===== src/hw/rtl/c2wf_cell.sv =====
module c2wf_cell #(
  parameter int unsigned AccW = 40
) (
  input  logic                   clk_i,
  input  logic                   en_i,
  input  logic [7:0]             pix_i,
  input  logic signed [15:0]     coef_i,
  input  logic signed [AccW-1:0] acc_i,
  output logic signed [AccW-1:0] acc_o
);

  logic signed [24:0] prod_d;

  assign prod_d = coef_i * $signed({1'b0, pix_i});

  always_ff @(posedge clk_i) begin
    if (en_i) begin
      acc_o <= acc_i + AccW'(prod_d);
    end
  end

endmodule

===== config.mk =====
export PLATFORM = sky130hd
export DESIGN_NAME = c2wf_cell
export DESIGN_NICKNAME = d
export VERILOG_FILES = /design/src/hw/rtl/c2wf_cell.sv
export SDC_FILE = /design/constraint.sdc
export NUM_CORES = 1
export LEC_CHECK = 0
export BUFFER_PORTS_ARGS = -buffer_cell sky130_fd_sc_hd__buf_2
export CAP_MARGIN = 10
export CORE_MARGIN = 3
export CORE_UTILIZATION = 35
export CTS_CLUSTER_DIAMETER = 150
export DETAILED_ROUTE_END_ITERATION = 10
export SYNTH_ARGS = -nofsm -noshare
export SYNTH_HDL_FRONTEND = slang
export SYNTH_SLANG_ARGS = --single-unit
export TNS_END_PERCENT = 10

===== constraint.sdc =====
create_clock -name clk_i -period 5.7 [get_ports clk_i]
set_clock_uncertainty 0.05 [all_clocks]
set_input_delay 0.285 -clock clk_i [delete_from_list [all_inputs] [get_ports clk_i]]
set_output_delay 0.285 -clock clk_i [all_outputs]
set_load 0.005 [all_outputs]

==> results.sh <==
export IMPL_outcome="complete, no violations"
export IMPL_cts_root_buf="clkbuf_16"
export IMPL_wl_microns=18300
export IMPL_relSlewSlack=0.417
export IMPL_nets=1273
export IMPL_synth_top_family_by_area="adder cells"
export IMPL_synth_top_area_frac=0.323
export IMPL_reg_top3="acc_o (40)"
export IMPL_min_path_type="primary input to flop"
export IMPL_initial_core_util=0.362
export IMPL_grt_ovfl_total=0
export IMPL_cts_setup_buffers=0
export IMPL_synth_area_leaders="fa_1 32%, edfxtp_1 15%, ha_1 13%, inv_1 8.2%, and2_1 5.0%"
export IMPL_io_buffers=105
export IMPL_rsz0062_at_grt="no"
export IMPL_ys_seq_area_frac=0.149
export IMPL_cts_tree="built"
export IMPL_layout_commonest_cell="inv_1"
export IMPL_fp_dieH_microns=158
export IMPL_grt_pass1_vias=6442
export IMPL_clk_transition_reported_paths_ns=0.06
export IMPL_cts_sink_count=40
export IMPL_netlist_area_sq_mm=0.00806
export IMPL_synth_ff_type="edfxtp_1"
export IMPL_final_cell_mix="175 x inv_1, 129 x fa_1, 105 x buf_2"
export IMPL_gp_congestion=0.880
export IMPL_synth_largest_area_cell="fa_1"
export IMPL_cts_hold_buf=0
export IMPL_tightest_slew_ns=0.874
export IMPL_synth_edf_count=40
export IMPL_fin_crit_sh=0.948
export IMPL_ff_latch_area_sq_mm=0.00120
export IMPL_core_sq_mm=0.0222
export IMPL_synth_compound_area_frac=0.111
export IMPL_syn_nets=1134
export IMPL_fin_cells=1275
export IMPL_yosysUniqueCellTypes=52
export IMPL_synth_async_reset_ratio=0
export IMPL_fillers=2205
export IMPL_synth_seq_cells=40
export IMPL_largest_reg_flops=40
export IMPL_numCtsBuffers=5
export IMPL_end_kind="flop"
export IMPL_drt_iter0_drc=231
export IMPL_top_register="acc_o"
export IMPL_post_route_min_period_ns=5.40
export IMPL_cts_path_max_buffers=2
export IMPL_dp_cells=1267
export IMPL_drtAntennaViolNets=0
export IMPL_die_w_microns=158
export IMPL_wire_per_inst_microns=14.4
export IMPL_worstSetupPathType="primary input to flop"
export IMPL_place_hpwl_microns=16100
export IMPL_cp_data_arrival_time_ns=5.36
export IMPL_syn_avg_cell_area_sq_um=9.42
export IMPL_synth_xor_area_frac=0.0587
export IMPL_multi_input_area_sq_mm=0.00613
export IMPL_drive_gt1_frac=0.168
export IMPL_max_freq_ghz=0.185
export IMPL_cts_resized=0
export IMPL_grt_max_degree=41
export IMPL_rows=54
export IMPL_syn_to_final_growth_pct=16.0
export IMPL_startpoint_type="primary input"
export IMPL_maxSlewViolCount=0
export IMPL_hold_viol=0
export IMPL_grt_pass1_wl_microns=31400
export IMPL_dr_pass1_iters=4
export IMPL_synth_simple_area_share=0.138
export IMPL_grt_usage=0.155
export IMPL_synth_mux_area_frac=0.00124
export IMPL_vias=6130
export IMPL_pin_count=106
export IMPL_htreeDepth=2
export IMPL_ys_warn_count=0
export IMPL_crit_fanout=8
export IMPL_maxCapViolations=0
export IMPL_required_ns=5.66
export IMPL_die_area_sq_mm=0.0249
export IMPL_num_antenna_cells=0
export IMPL_yosys_area_share_adder=0.452
export IMPL_setup_violations=0
export IMPL_antenna_found_initial=0
export IMPL_drt_vias_per_instance=4.81
export IMPL_drc_errors=0
export IMPL_syn_inst=855
==> kinds of logic after synthesis <==
kind of cell | count (synthesis)
muxes | 1
AOI/OAI and AO/OA | 130
adders and majority gates | 213
xor gates and xnor gates | 54
DFF | 40
and+or+nand+nor | 225
buffers and inverters | 192
==> stage by stage <==
stage | cell area (sq um) | worst slack [ns] | TNS (ns) | hold slack [ns] | utilization
floorplan | 8060 | 0.00956 | 0 | 0.347 | -
global placement | 9200 | 0.0241 | 0 | 0.536 | 0.414
detailed placement | 9200 | -0.00785 | -0.0174 | 0.547 | 0.414
CTS | 9340 | 0.284 | 0 | 0.261 | 0.420
global route | 9340 | 0.0136 | 0 | 0.260 | 0.420
finish | 9340 | 0.298 | 0 | 0.262 | 0.420
==> critical path, stage by stage <==
cell and delay [ns]:
buf_2 0.20, nand2_1 0.10, fa_1 0.53, inv_1 0.06
fa_1 0.50, inv_1 0.05, fa_1 0.52, inv_1 0.05
fa_1 0.47, inv_1 0.05, fa_1 0.50, inv_1 0.04
ha_1 0.33, a211o_1 0.30, o211ai_1 0.09, a21oi_1 0.14
o31ai_4 0.33, nand2_1 0.18, a21boi_1 0.25, buf_4 0.15
o21bai_1 0.07, xnor2_1 0.16
==> routing by layer <==
metal | vias to the layer above | GRT usage | share of wire
met5 | - | 0 | 0
met3 | 10 | 0.0120 | 0.034
met2 | 107 | 0.277 | 0.50
li1 | 3010 | - | -
met1 | 3003 | 0.212 | 0.46
met4 | 0 | 0.0178 | 0.0083
==> cell usage after synthesis, types with 3 or more instances <==
cell type / number
a31oi_1: 7
nor2_1: 26
inv_1: 176
o21ai_0: 22
nor2b_1: 6
clkbuf_1: 15
xnor2_1: 33
o211ai_1: 5
nand2b_1: 3
nor3_1: 7
nand2_1: 89
o21ai_1: 4
and2_1: 65
fa_1: 130
nand4_1: 6
ha_1: 83
nand3_1: 12
o21bai_1: 7
edfxtp_1: 40
a21o_1: 17
o22ai_1: 3
a21oi_1: 41
xor2_1: 21
==> worst paths after layout <==
path | cells after the start | from | endpoint | slack (ns)
hold / removal | 2 | acc_i[0] | acc_o[0] | 0.26
setup / recovery | 22 | pix_i[1] | acc_o[22] | 0.30
==> cell type report <==
type | instances | area share
clock buffers | 5 | 0.0134
flip-flops and latches | 40 | 0.129
well taps | 280 | 0.0375
repair buffers | 148 | 0.0908
clock inverters | 3 | 0.00201
multi-input cells | 623 | 0.657
inverters | 176 | 0.0711
Power is left out: the tool's default activity adds up to more than one toggle a clock period on the data nets, which glitch-free logic cannot reach.
